**src/hdl/sorted_insert_table_defines.svh**
```systemverilog
// assertion macros shared by the sorted insert table modules
`ifndef SORTED_INSERT_TABLE_DEFINES_SVH
`define SORTED_INSERT_TABLE_DEFINES_SVH

// same-cycle implication, checked on clk, masked during rst
`define SIT_ASSERT_NOW(lbl, ante, cons, msg) \
  lbl: assert property (@(posedge clk) disable iff (rst) (ante) |-> (cons)) else $error(msg);

// next-cycle implication, checked on clk, masked during rst
`define SIT_ASSERT_NEXT(lbl, ante, cons, msg) \
  lbl: assert property (@(posedge clk) disable iff (rst) (ante) |=> (cons)) else $error(msg);

`endif

```
**src/hdl/sit_pkg.sv**
```systemverilog
// shared types and constants of the sorted insert table
package sit_pkg;

  localparam int VALUE_W = 32;
  localparam int INDEX_W = 4;
  localparam int FIELD_CNT_W = 5;

  typedef enum logic {
    KIND_INSERT = 1'b0,
    KIND_READ   = 1'b1
  } kind_t;

  // commands from the controller to the datapath
  typedef struct packed {
    logic start_read;
    logic start_insert;
    logic refuse;
    logic shift;
    logic place;
    logic take_read;
    logic push;
  } cmd_t;

  // status from the datapath to the controller
  typedef struct packed {
    logic full;
    logic empty;
    logic ptr_one;
    logic shift_ok;
  } status_t;

endpackage

```
**src/hdl/sit_ifs.sv**
```systemverilog
// request and response channel interfaces of the sorted insert table
interface sit_in_if;
  import sit_pkg::*;

  logic                      valid;
  logic                      ready;
  logic                      kind;
  logic signed [VALUE_W-1:0] value;
  logic [INDEX_W-1:0]        index;

  modport source (output valid, output kind, output value, output index, input ready);
  modport sink (input valid, input kind, input value, input index, output ready);
endinterface

interface sit_out_if;
  import sit_pkg::*;

  logic                      valid;
  logic                      ready;
  logic [FIELD_CNT_W-1:0]    position;
  logic signed [VALUE_W-1:0] read_value;
  logic [FIELD_CNT_W-1:0]    entry_count;
  logic                      table_empty;
  logic                      error;

  modport source (output valid, output position, output read_value, output entry_count,
                  output table_empty, output error, input ready);
  modport sink (input valid, input position, input read_value, input entry_count,
                input table_empty, input error, output ready);
endinterface

```
**src/hdl/sit_datapath.sv**
```systemverilog
// table memory, count, scan pointer and result registers
module sit_datapath #(
  parameter int DEPTH = 16
) (
  input  logic                              clk,
  input  logic                              rst,
  input  sit_pkg::cmd_t                     cmd,
  output sit_pkg::status_t                  status,
  input  logic signed [sit_pkg::VALUE_W-1:0] value,
  input  logic [sit_pkg::INDEX_W-1:0]       index,
  output logic [sit_pkg::FIELD_CNT_W-1:0]   position,
  output logic signed [sit_pkg::VALUE_W-1:0] read_value,
  output logic [sit_pkg::FIELD_CNT_W-1:0]   entry_count,
  output logic                              table_empty,
  output logic                              error
);
  import sit_pkg::*;

  `include "sorted_insert_table_defines.svh"

  localparam int AW = (DEPTH > 1) ? $clog2(DEPTH) : 1;
  localparam int CW = $clog2(DEPTH + 1);
  localparam int XW = (CW > INDEX_W) ? CW : INDEX_W;

  logic signed [VALUE_W-1:0] mem [DEPTH];
  logic signed [VALUE_W-1:0] rd_data;
  logic signed [VALUE_W-1:0] val;
  logic [AW-1:0]             rd_addr;
  logic [CW-1:0]             count;
  logic [CW-1:0]             ptr;
  logic [CW-1:0]             ptr_m2;
  logic [CW-1:0]             cnt_m1;
  logic                      rd_err;
  logic [CW-1:0]             res_position;
  logic signed [VALUE_W-1:0] res_read_value;
  logic                      res_error;

  assign ptr_m2 = ptr - CW'(2);
  assign cnt_m1 = count - CW'(1);

  // read address: requested index, top entry, or the one below the next hole
  always_comb begin
    rd_addr = ptr_m2[AW-1:0];
    if (cmd.start_read) begin
      rd_addr = AW'(index);
    end else if (cmd.start_insert) begin
      rd_addr = cnt_m1[AW-1:0];
    end
  end

  always_ff @(posedge clk) begin
    rd_data <= mem[rd_addr];
    if (cmd.shift) begin
      mem[ptr[AW-1:0]] <= rd_data;
    end else if (cmd.place) begin
      mem[ptr[AW-1:0]] <= val;
    end
  end

  always_ff @(posedge clk) begin
    if (rst) begin
      count <= '0;
    end else if (cmd.place) begin
      count <= count + CW'(1);
    end
  end

  always_ff @(posedge clk) begin
    if (cmd.start_insert) begin
      val <= value;
      ptr <= count;
    end else if (cmd.shift) begin
      ptr <= ptr - CW'(1);
    end
    if (cmd.start_read) begin
      rd_err <= !(XW'(index) < XW'(count));
    end
    if (cmd.take_read) begin
      res_position   <= '0;
      res_read_value <= rd_err ? '0 : rd_data;
      res_error      <= rd_err;
    end else if (cmd.refuse) begin
      res_position   <= '0;
      res_read_value <= '0;
      res_error      <= 1'b1;
    end else if (cmd.place) begin
      res_position   <= ptr;
      res_read_value <= '0;
      res_error      <= 1'b0;
    end
    if (cmd.push) begin
      position    <= FIELD_CNT_W'(res_position);
      read_value  <= res_read_value;
      error       <= res_error;
      entry_count <= FIELD_CNT_W'(count);
      table_empty <= (count == '0);
    end
  end

  assign status.full     = (count == CW'(DEPTH));
  assign status.empty    = (count == '0);
  assign status.ptr_one  = (ptr == CW'(1));
  assign status.shift_ok = (rd_data >= val);

  `SIT_ASSERT_NOW(a_count_bound, 1'b1, count <= CW'(DEPTH), "count above depth")
  `SIT_ASSERT_NEXT(a_place_grows, cmd.place, count == $past(count) + CW'(1), "place lost count")
  `SIT_ASSERT_NOW(a_place_room, cmd.place, !status.full, "place into full table")

endmodule

```
**src/hdl/sit_ctrl.sv**
```systemverilog
// controller sequencing reads, insert scans and result hand-off
module sit_ctrl (
  input  logic             clk,
  input  logic             rst,
  input  logic             in_valid,
  output logic             in_ready,
  input  logic             kind,
  output logic             out_valid,
  input  logic             out_ready,
  output sit_pkg::cmd_t    cmd,
  input  sit_pkg::status_t status
);
  import sit_pkg::*;

  `include "sorted_insert_table_defines.svh"

  typedef enum logic [2:0] {
    IDLE,
    RD_WAIT,
    SCAN,
    PLACE,
    FINISH
  } state_t;

  state_t state;
  state_t state_next;
  logic   ins_take;

  assign in_ready = (state == IDLE);
  assign ins_take = in_valid && in_ready && kind == KIND_INSERT && !status.full;

  always_comb begin
    cmd        = '0;
    state_next = state;
    case (state)
      IDLE: begin
        if (in_valid) begin
          if (kind == KIND_READ) begin
            cmd.start_read = 1'b1;
            state_next     = RD_WAIT;
          end else if (status.full) begin
            cmd.refuse = 1'b1;
            state_next = FINISH;
          end else begin
            cmd.start_insert = 1'b1;
            state_next       = status.empty ? PLACE : SCAN;
          end
        end
      end
      RD_WAIT: begin
        cmd.take_read = 1'b1;
        state_next    = FINISH;
      end
      SCAN: begin
        if (status.shift_ok) begin
          cmd.shift = 1'b1;
          if (status.ptr_one) begin
            state_next = PLACE;
          end
        end else begin
          state_next = PLACE;
        end
      end
      PLACE: begin
        cmd.place  = 1'b1;
        state_next = FINISH;
      end
      FINISH: begin
        if (!out_valid || out_ready) begin
          cmd.push   = 1'b1;
          state_next = IDLE;
        end
      end
      default: begin
        state_next = IDLE;
      end
    endcase
  end

  always_ff @(posedge clk) begin
    if (rst) begin
      state     <= IDLE;
      out_valid <= 1'b0;
    end else begin
      state <= state_next;
      if (cmd.push) begin
        out_valid <= 1'b1;
      end else if (out_ready) begin
        out_valid <= 1'b0;
      end
    end
  end

  `SIT_ASSERT_NOW(a_scan_nonempty, state == SCAN, !status.empty, "scan on empty table")
  `SIT_ASSERT_NEXT(a_push_valid, cmd.push, out_valid, "pushed word not shown")
  `SIT_ASSERT_NEXT(a_insert_start, ins_take, state == SCAN || state == PLACE, "insert did not start")

endmodule

```
**src/hdl/sorted_insert_table.sv**
```systemverilog
// sorted insert table: ascending table of signed words with insert and read
// usage:
//   req carries one word per item: kind (insert or read), value, index
//   rsp returns one word per item: position, read_value, entry_count,
//   table_empty and error; a word moves when valid and ready are both high
// sequence of an item, from acceptance until rsp is loaded:
//   read: one registered memory read of the requested index
//   insert into an empty table: the value is placed at position 0
//   insert into a non-empty table: the scan walks down from the top and
//   moves one entry per cycle through the single write port of the table
//   memory while entries are not below the value, then places it there
//   insert into a full table: refused with error set
// one item is worked at a time; req is ready again the cycle after the
// result has been moved into the output register, so no new item is taken
// before the last one's result is there, and the next item is taken
// while the previous word still waits on a stalled rsp
// a stalled rsp holds its word; a finished result waits until the
// output register frees up
// reset (rst, synchronous) empties the table at once and drops rsp valid
module sorted_insert_table #(
  parameter int DEPTH = 16
) (
  input  logic      clk,
  input  logic      rst,
  sit_in_if.sink    req,
  sit_out_if.source rsp
);
  import sit_pkg::*;

  // command and status between sequencer and datapath
  cmd_t    cmd;
  status_t status;

  // sequencer: accepts items, steps the insert scan, owns rsp valid
  sit_ctrl u_ctrl (
    .clk       (clk),
    .rst       (rst),
    .in_valid  (req.valid),
    .in_ready  (req.ready),
    .kind      (req.kind),
    .out_valid (rsp.valid),
    .out_ready (rsp.ready),
    .cmd       (cmd),
    .status    (status)
  );

  // datapath: table memory, count, scan pointer and the result word
  sit_datapath #(
    .DEPTH (DEPTH)
  ) u_datapath (
    .clk         (clk),
    .rst         (rst),
    .cmd         (cmd),
    .status      (status),
    .value       (req.value),
    .index       (req.index),
    .position    (rsp.position),
    .read_value  (rsp.read_value),
    .entry_count (rsp.entry_count),
    .table_empty (rsp.table_empty),
    .error       (rsp.error)
  );

endmodule

```
**src/flat_wrapper.sv**
```systemverilog
// flat-port wrapper written by rule: the top's interface ports become plain ports
module sorted_insert_table_flat import sit_pkg::*;
#(
  parameter int DEPTH = 16
)
  (clk, rst, req_valid, req_kind, req_value, req_index, req_ready, rsp_valid, rsp_position, rsp_read_value, rsp_entry_count, rsp_table_empty, rsp_error, rsp_ready);
  sit_in_if req_i ();
  sit_out_if rsp_i ();
  input  logic clk;
  input  logic rst;
  input wire logic [$bits(req_i.valid)-1:0] req_valid;
  input wire logic [$bits(req_i.kind)-1:0] req_kind;
  input wire logic [$bits(req_i.value)-1:0] req_value;
  input wire logic [$bits(req_i.index)-1:0] req_index;
  output wire logic [$bits(req_i.ready)-1:0] req_ready;
  output wire logic [$bits(rsp_i.valid)-1:0] rsp_valid;
  output wire logic [$bits(rsp_i.position)-1:0] rsp_position;
  output wire logic [$bits(rsp_i.read_value)-1:0] rsp_read_value;
  output wire logic [$bits(rsp_i.entry_count)-1:0] rsp_entry_count;
  output wire logic [$bits(rsp_i.table_empty)-1:0] rsp_table_empty;
  output wire logic [$bits(rsp_i.error)-1:0] rsp_error;
  input wire logic [$bits(rsp_i.ready)-1:0] rsp_ready;
  assign req_i.valid = req_valid;
  assign req_i.kind = req_kind;
  assign req_i.value = req_value;
  assign req_i.index = req_index;
  assign req_ready = req_i.ready;
  assign rsp_valid = rsp_i.valid;
  assign rsp_position = rsp_i.position;
  assign rsp_read_value = rsp_i.read_value;
  assign rsp_entry_count = rsp_i.entry_count;
  assign rsp_table_empty = rsp_i.table_empty;
  assign rsp_error = rsp_i.error;
  assign rsp_i.ready = rsp_ready;
  sorted_insert_table #(.DEPTH(DEPTH)) u_core (.clk(clk), .rst(rst), .req(req_i), .rsp(rsp_i));
endmodule
```
**config.mk**
```make
export PLATFORM = sky130hd
export DESIGN_NAME = sorted_insert_table_flat
export DESIGN_NICKNAME = d
export VERILOG_FILES = /design/src/hdl/sit_pkg.sv /design/src/hdl/sit_ifs.sv /design/src/hdl/sit_datapath.sv /design/src/hdl/sit_ctrl.sv /design/src/hdl/sorted_insert_table.sv /design/src/flat_wrapper.sv
export VERILOG_INCLUDE_DIRS = /design/src /design/src/hdl
export SDC_FILE = /design/constraint.sdc
export NUM_CORES = 1
export LEC_CHECK = 0
export BUFFER_PORTS_ARGS = -buffer_cell sky130_fd_sc_hd__buf_2
export CORE_MARGIN = 1.5
export CORE_UTILIZATION = 58
export DETAILED_ROUTE_END_ITERATION = 8
export GPL_TIMING_DRIVEN = 0
export HOLD_SLACK_MARGIN = 0.02
export PLACE_DENSITY = 0.78
export SYNTH_ARGS = -nofsm -noshare
export SYNTH_HDL_FRONTEND = slang
export SYNTH_SLANG_ARGS = --single-unit
export TNS_END_PERCENT = 30
```
**constraint.sdc**
```tcl
create_clock -name clk -period 6.8 [get_ports clk]
set_input_delay 2.04 -clock clk [delete_from_list [all_inputs] [get_ports clk]]
set_output_delay 2.04 -clock clk [all_outputs]
set_load 0.05 [all_outputs]
```
==> impl_metrics.yaml, run 1 <==
route:
  drc: 0
  vias: 15960
  post_drt_wl_per_cell_um: 27.18
  dr.first_iter.drc_count: 2099
  wirelength_mm: 68.48
  viasPerCell: 6.335
  first_pass_iters: 6
  ant_nets: 0
hold_path:
  holdPathEnd: "u_core.u_datapath.read_value[15]$_DFFE_PP_"
  hold_depth: 0
  hold_path_class: "flop to flop"
  min-delay-start: "u_core.u_datapath.res_read_value[15]$_SDFFCE_PP0P_"
sta:
  finalSetupViolCount: 0
  rsz0062_at_grt: "no"
  min_period_ns: 5.199
  slew_viol_final: 0
  fmax_mhz: 192.4
  final.setup.tns_ns: 0
  finalHoldWorstSlack_ns: 0.4100
  worstMarginPinSlew_ns: 1.397
  period_share_pct: 76.45
  fin_ws_ns: 1.601
  finalHoldViolCount: 0
  maxSlewHeadroom_pct: 5.976
  finalClockSkew_ns: 0.02686
floorplan:
  die_h_um: 218.5
  initial_utilization_pct: 59.10
  die_area_um2: 47740
  rows: 78
  die_w_um: 218.5
  io_pins: 87
  core_region_area_um2: 45580
global_route:
  grt_overflow: 0
  grt_max_degree: 42
  first_global_vias: 15870
  track_usage_pct: 28.90
  antenna_found_initial: 1
  grt_pass1_wl_mm: 98.69
power:
  combPwrFrac_pct: 23.0
  p_sw_share_pct: 30.46
  internal-power_w: 0.008210
  switchingPower_w: 0.003596
  pwr-share-clk_pct: 30.8
  power_frac_seq_pct: 46.2
  leakage_nw: 10.88
  peakVddDrop_mv: 0.2290
  power.density_nw_per_um2: 381.9
finish:
  areaGrowthSynthToFinish_pct: 14.77
  antennaDiodeCount: 0
  drive_gt1_share_pct: 18.45
  design_area_um2: 30910
  final_nets: 1952
  final_util_pct: 67.83
  fillers: 2817
setup_path:
  cp.depth: 10
  startpoint_type: "input pin"
  reg2reg_from: "u_core.u_datapath.val[31]$_DFFE_PP_"
  path_delay_family: "buffers and inverters"
  worst_ep_required_time_ns: 7.32
  end_kind: "flop"
  critPathMaxStageDelay_ns: 0.97
  ff2ff_setup_slack_ns: 1.76
  ff2ff_path_depth: 10
  r2r-end: "u_core.u_datapath.mem[2][17]$_DFFE_PP_"
  critPathMaxFanout: 41
  path_cells: "buf_2, a31oi_4, nand3_4, inv_2, buf_2, a21oi_1, o31ai_1, buf_2, o211ai_1, nand4_1"
  path_buf_inv: 4
  cp.arrival_ns: 5.72
  crit_type: "input pin to flop"
  cp_slowest_cell: "buf_2"
  path_common_cell: "buf_2"
synthesis:
  netlist_instances: 1679
  async_flop_share_pct: 0
  ys_warn_count: 0
  synth_ff_type: "edfxtp_1"
  syn_area_um2: 26940
  avgSynthCellArea_um2: 16.04
  mappedNetlistNets: 1764
  synth-seq-cells: 673
  ys_seq_area_share_pct: 73.32
  synthDistinctLibCells: 55
  synth_edf_count: 627
clock_tree:
  postCtsResizedCells: 0
  cts_tree: "built"
  root_buffer: "clkbuf_16"
  cts.sinks: 673
  clk_path_buf_depth: 3
  numCtsBuffers: 67
  cts_setup_buffers: 0
  cts_max_level: 3
  clock_latency_ns: 0.61
  postCtsHoldBufs: 0
  clk_transition_reported_paths_ns: 0.06
outcome:
  outcome: "finished clean"
flow_run:
  cap_violations: 0
place:
  gp_congestion: 0.8795
  dpl_cell_area_um2: 28720
  dp_hpwl_mm: 43.40
  port_buffers: 85
  pre_cts_ws_ns: 1.163
## worst reg2reg max path, cell delays in order (launching register included)
cell and delay [ns]:
edfxtp_1 0.34, inv_1 0.11, ha_1 0.42, nand4_1 0.30, nor4_1 1.23, o31a_1 0.33, o21ai_0 0.17, a41oi_2 0.35
nand2_1 0.30, nor3_2 0.89, buf_6 0.30
## area by class of cell
type	count	area, um2	area share, %
Tap cell	600	750.7	2.428
Clock inverter	27	196.4	0.6354
Timing Repair Buffer	119	928.4	3.003
Sequential cell	673	19750	63.88
Buffer	87	535.5	1.732
Clock buffer	94	1966	6.359
Multi-Input combinational cell	877	6630	21.45
Inverter	42	157.7	0.5100
## state kept, by name, indices dropped and copies added, names as in the netlist
name and cells:
u_core.u_ctrl.out_valid 1, u_core.u_ctrl.state 3, u_core.u_datapath.count 5, u_core.u_datapath.entry_count 5, u_core.u_datapath.error 1, u_core.u_datapath.mem 512, u_core.u_datapath.position 5, u_core.u_datapath.ptr 5
u_core.u_datapath.rd_data 32, u_core.u_datapath.rd_err 1, u_core.u_datapath.read_value 32, u_core.u_datapath.res_error 1, u_core.u_datapath.res_position 5, u_core.u_datapath.res_read_value 32, u_core.u_datapath.table_empty 1, u_core.u_datapath.val 32
## power by group through the flow
| stage | Combinational, W | Clock (W) | Sequential [W] |
|---|---|---|---|
| 2_1_floorplan | 0.00157 | 0 | 0.00560 |
| 3_3_place_gp | 0.00247 | 0 | 0.00555 |
| 3_5_place_dp | 0.00262 | 0 | 0.00555 |
| 4_1_cts | 0.00265 | 0.00365 | 0.00546 |
| 5_1_grt | 0.00288 | 0.00380 | 0.00547 |
| 6_report | 0.00272 | 0.00363 | 0.00546 |
## through the flow
step	power (W)	std cells
final	0.01181	2519
after global routing	0.01215	2519
after CTS	0.01176	2515
after detailed placement	0.008173	2394
after global placement	0.008025	2364
after floorplan	0.007169	1679
## Yosys cell counts, types with 2 or more instances
| cell type | n | area (um2) |
|---|---|---|
| a211oi_1 | 3 | 22.52 |
| a21o_1 | 4 | 30.03 |
| a21oi_1 | 28 | 140.1 |
| and2_1 | 32 | 200.2 |
| and3_1 | 2 | 12.51 |
| buf_1 | 6 | 22.52 |
| buf_2 | 16 | 80.08 |
| buf_4 | 8 | 60.06 |
| buf_6 | 21 | 236.5 |
| clkbuf_1 | 35 | 131.4 |
| dfxtp_1 | 46 | 920.9 |
| edfxtp_1 | 627 | 18830 |
| ha_1 | 44 | 550.5 |
| inv_1 | 41 | 153.9 |
| mux2_1 | 63 | 709.4 |
| mux2_2 | 65 | 732.0 |
| mux2i_1 | 129 | 1291 |
| nand2_1 | 199 | 747.0 |
| nand2b_1 | 3 | 18.77 |
| nand3_1 | 7 | 35.03 |
| nand3b_1 | 3 | 22.52 |
| nand4_1 | 40 | 250.2 |
| nor2_1 | 35 | 131.4 |
| nor2b_1 | 4 | 25.02 |
| nor3_1 | 6 | 30.03 |
| nor4_1 | 4 | 25.02 |
| o211ai_1 | 130 | 975.9 |
| o21ai_0 | 39 | 195.2 |
| o31ai_1 | 4 | 30.03 |
| or3_1 | 2 | 12.51 |
| xnor2_1 | 5 | 43.79 |
| xor2_1 | 5 | 43.79 |
## routing by layer
layer	routed length (um)	share of wire, %	GRT usage (%)	vias to the layer above
li1	-	-	-	6803
met1	25610	37	38.78	7896
met5	0	0	0	-
met4	2704	3.9	12.85	0
met2	32170	47	45.97	1064
met3	7993	12	5.818	196
## worst max path at each step
stage	from	to	slack [ns]
3_5_place_dp	req_kind	u_core.u_datapath.rd_data[24]$_DFF_P_	1.16
4_1_cts	req_kind	u_core.u_datapath.rd_data[24]$_DFF_P_	1.74
2_1_floorplan	u_core.u_datapath.val[14]$_DFFE_PP_	u_core.u_datapath.mem[3][0]$_DFFE_PP_	1.93
3_3_place_gp	u_core.u_datapath.val[31]$_DFFE_PP_	u_core.u_datapath.mem[3][19]$_DFFE_PP_	-2.13
6_report	req_kind	u_core.u_datapath.rd_data[24]$_DFF_P_	1.60
5_1_grt	req_kind	u_core.u_datapath.rd_data[29]$_DFF_P_	1.55
## layout by cell type, fill, tap and decap left out, types with 8 or more instances in the layout
| master | netlist | layout |
|---|---|---|
| o21ai_1 | 0 | 31 |
| dfxtp_1 | 46 | 46 |
| clkbuf_16 | 0 | 73 |
| a21oi_1 | 28 | 28 |
| and2_1 | 32 | 32 |
| edfxtp_1 | 627 | 627 |
| nor2_4 | 0 | 14 |
| clkinv_2 | 0 | 10 |
| nand4_1 | 40 | 40 |
| buf_2 | 16 | 102 |
| mux2i_1 | 129 | 129 |
| clkinv_1 | 0 | 13 |
| mux2_2 | 65 | 65 |
| buf_6 | 21 | 35 |
| nor2_1 | 35 | 21 |
| mux2_1 | 63 | 63 |
| buf_12 | 0 | 11 |
| nand2_1 | 199 | 199 |
| o211ai_1 | 130 | 130 |
| o21ai_0 | 39 | 8 |
| ha_1 | 44 | 44 |
| buf_4 | 8 | 13 |
| clkbuf_1 | 35 | 50 |
| inv_1 | 41 | 41 |
## kinds of logic (layout without fill, tap and decap cells)
logic type | after synthesis | in the layout | share of synthesized area (%)
and+or+nand+nor | 344 | 344 | 5.881
muxes | 258 | 258 | 10.20
adders and majority gates | 44 | 44 | 2.044
buffers and inverters | 129 | 369 | 2.573
xor gates and xnor gates | 10 | 10 | 0.3251
DFF | 673 | 673 | 73.32
AOI/OAI and AO/OA | 221 | 221 | 5.658
No activity file was read; power rests on OpenSTA's default activity.
==> run 2: changes to the inputs <==
--- a/config.mk
+++ b/config.mk
@@ -6,13 +6,14 @@
 export SDC_FILE = /design/constraint.sdc
 export NUM_CORES = 1
 export LEC_CHECK = 0
+export ABC_AREA = 1
 export BUFFER_PORTS_ARGS = -buffer_cell sky130_fd_sc_hd__buf_2
 export CORE_MARGIN = 1.5
-export CORE_UTILIZATION = 58
+export CORE_UTILIZATION = 56
 export DETAILED_ROUTE_END_ITERATION = 8
 export GPL_TIMING_DRIVEN = 0
 export HOLD_SLACK_MARGIN = 0.02
-export PLACE_DENSITY = 0.78
+export PLACE_DENSITY = 0.79
 export SYNTH_ARGS = -nofsm -noshare
 export SYNTH_HDL_FRONTEND = slang
 export SYNTH_SLANG_ARGS = --single-unit
==> constraint.sdc (replaced) <==
create_clock -name clk -period 4.7 [get_ports clk]
set_input_delay 1.41 -clock clk [delete_from_list [all_inputs] [get_ports clk]]
set_output_delay 1.41 -clock clk [all_outputs]
set_load 0.05 [all_outputs]
==> run 2 against run 1 <==
Against the previous run:
- clock-buffer cell count down 5
- sequential share of layout area down 4.4 points
- critical path depth up 5
- clock power up 50%
- area after synthesis up 7.4%
- combinational power rose to 3.2 times the previous value
- global-route usage up 0.93 points
- via count up 31%
- register-to-register slack worse by 1.6 ns
- power up 90%
- critical path type is now flop to flop
- largest cell class unchanged
- highest routed layer unchanged
==> impl_metrics.yaml, run 2 <==
finish:
  final_util_pct: 64.81
  areaGrowthSynthToFinish_pct: 14.68
  drive_gt1_share_pct: 11.90
  multiInputGateArea_um2: 6352
  register_area_um2: 19750
  fillers: 3505
  final_nets: 3030
  final_common_cell: "nand2_1"
  layout_common_cells: "654 x nand2_1, 627 x edfxtp_1, 616 x inv_1"
  largest_reg_flops: 512
  design_area_um2: 33180
  antennaDiodeCount: 0
synthesis:
  ys_warn_count: 0
  synth_edf_count: 627
  async_flop_share_pct: 0
  netlist_instances: 2746
  synth_common_cells: "655 x nand2_1, 627 x edfxtp_1, 617 x inv_1"
  synth.most_common_cell: "nand2_1"
  synth_ff_type: "edfxtp_1"
  mappedNetlistNets: 2831
  ys_top_cells_by_area: "edfxtp_1 65%, nand2_1 8.5%, inv_1 8.0%, nand3_1 7.9%, dfxtp_1 3.2%"
  avgSynthCellArea_um2: 10.54
  ys_seq_area_share_pct: 68.25
  yosys.area.top_type: "edfxtp_1"
  synth-seq-cells: 673
  syn_area_um2: 28940
  synth_top_area_share_pct: 65.07
  synthDistinctLibCells: 38
clock_tree:
  cts_tree: "built"
  root_buffer: "clkbuf_16"
  clk_path_buf_depth: 3
  cts.sinks: 673
  numCtsBuffers: 67
  clock_latency_ns: 0.61
  cts_max_level: 3
  postCtsHoldBufs: 0
  postCtsResizedCells: 0
  clk_transition_reported_paths_ns: 0.06
  cts_setup_buffers: 0
route:
  wirelength_mm: 78.92
  ant_nets: 0
  first_pass_iters: 6
  viasPerCell: 5.693
  drc: 0
  post_drt_wl_per_cell_um: 21.45
  vias: 20950
  dr.first_iter.drc_count: 2786
sta:
  period_share_pct: 95.74
  worstMarginPinSlew_ns: 1.099
  slew_viol_final: 0
  finalSetupViolCount: 0
  final.setup.tns_ns: 0
  fmax_mhz: 222.2
  maxSlewHeadroom_pct: 26.25
  finalHoldViolCount: 0
  rsz0062_at_grt: "no"
  finalClockSkew_ns: 0.02661
  min_period_ns: 4.500
  finalHoldWorstSlack_ns: 0.4191
outcome:
  outcome: "finished clean"
setup_path:
  startpoint_type: "flop"
  crit_type: "flop to flop"
  ff2ff_path_depth: 15
  worst_ep_required_time_ns: 5.00
  end_kind: "flop"
  cp.arrival_ns: 4.80
  critPathMaxFanout: 20
flow_run:
  cap_violations: 0
global_route:
  antenna_found_initial: 0
  track_usage_pct: 29.83
  first_global_vias: 21070
  grt_pass1_wl_mm: 117.2
  grt_max_degree: 35
  grt_overflow: 0
floorplan:
  initial_utilization_pct: 56.52
  die_area_um2: 53040
  core_region_area_um2: 51200
  rows: 83
  die_w_um: 230.3
  io_pins: 87
  die_h_um: 230.3
power:
  power.density_nw_per_um2: 677.3
  peakVddDrop_mv: 0.3586
  leakage_nw: 14.46
hold_path:
  hold_path_class: "flop to flop"
  hold_depth: 0
place:
  port_buffers: 86
  dpl_cell_area_um2: 30930
  gp_congestion: 0.9337
  dp_hpwl_mm: 52.24
[run 2: final cells by class]
cell class | count | share of cell area, %
Inverter | 624 | 7.059
Sequential cell | 673 | 59.52
Tap cell | 680 | 2.564
Timing Repair Buffer | 130 | 3.145
Clock inverter | 34 | 0.9502
Clock buffer | 89 | 5.747
Multi-Input combinational cell | 1334 | 19.14
Buffer | 115 | 1.874
[run 2: report_power, final]
group / switching [W] / leakage [nW] / internal [W]
sequential: 0.000263 / 6.07 / 0.00809
combinational: 0.00638 / 7.31 / 0.00229
clock: 0.00226 / 1.08 / 0.00319
total: 0.00891 / 14.5 / 0.0136
[run 2: cell families after synthesis]
logic type / after synthesis / synth area share, %
AOI/OAI and AO/OA: 81 / 1.552
xor gates and xnor gates: 6 / 0.1816
adders and majority gates: 44 / 1.903
buffers and inverters: 739 / 10.24
DFF: 673 / 68.25
and+or+nand+nor: 1203 / 17.87
[run 2: worst max-delay path, stage by stage, from the launching register on]
cell and delay [ns]:
edfxtp_1 0.37, inv_1 0.07, ha_1 0.30, nand2_1 0.08, nor2_1 0.37, nand4_1 0.34
nor2_1 0.42, nand2_1 0.22, nand4_1 0.14, nand2_1 0.10, nand2_1 0.11, nand2_1 0.09
nand2_1 0.16, nand2_1 0.28, nor2_4 0.84, buf_16 0.25
[run 2: worst paths after layout]
check        slack, ns                                        end                                              start
max               0.20    u_core.u_datapath.mem[15][22]$_DFFE_PP_                u_core.u_datapath.val[27]$_DFFE_PP_
max reg2reg       0.20    u_core.u_datapath.mem[15][22]$_DFFE_PP_                u_core.u_datapath.val[27]$_DFFE_PP_
min reg2reg       0.42  u_core.u_datapath.read_value[9]$_DFFE_PP_  u_core.u_datapath.res_read_value[9]$_SDFFCE_PP0P_
min               0.42  u_core.u_datapath.read_value[9]$_DFFE_PP_  u_core.u_datapath.res_read_value[9]$_SDFFCE_PP0P_
[run 2: stage by stage]
step	worst slack, ns	instances	power, W
finish	0.2004	3679	0.02247
detailed placement	0.3849	3552	0.01674
CTS	0.4223	3675	0.02216
global placement	-1.410	3512	0.01617
floorplan	0.9444	2746	0.01345
global route	0.2548	3679	0.02329
[run 2: per-layer routing]
metal  part of all wire (%)  global-route usage, %  up-vias
met5                      0                      0        -
met4                    6.1                  18.24        0
met3                     13                  6.101      335
met2                     48                  49.36     1558
met1                     33                  36.04     9834
li1                       -                      -     9219
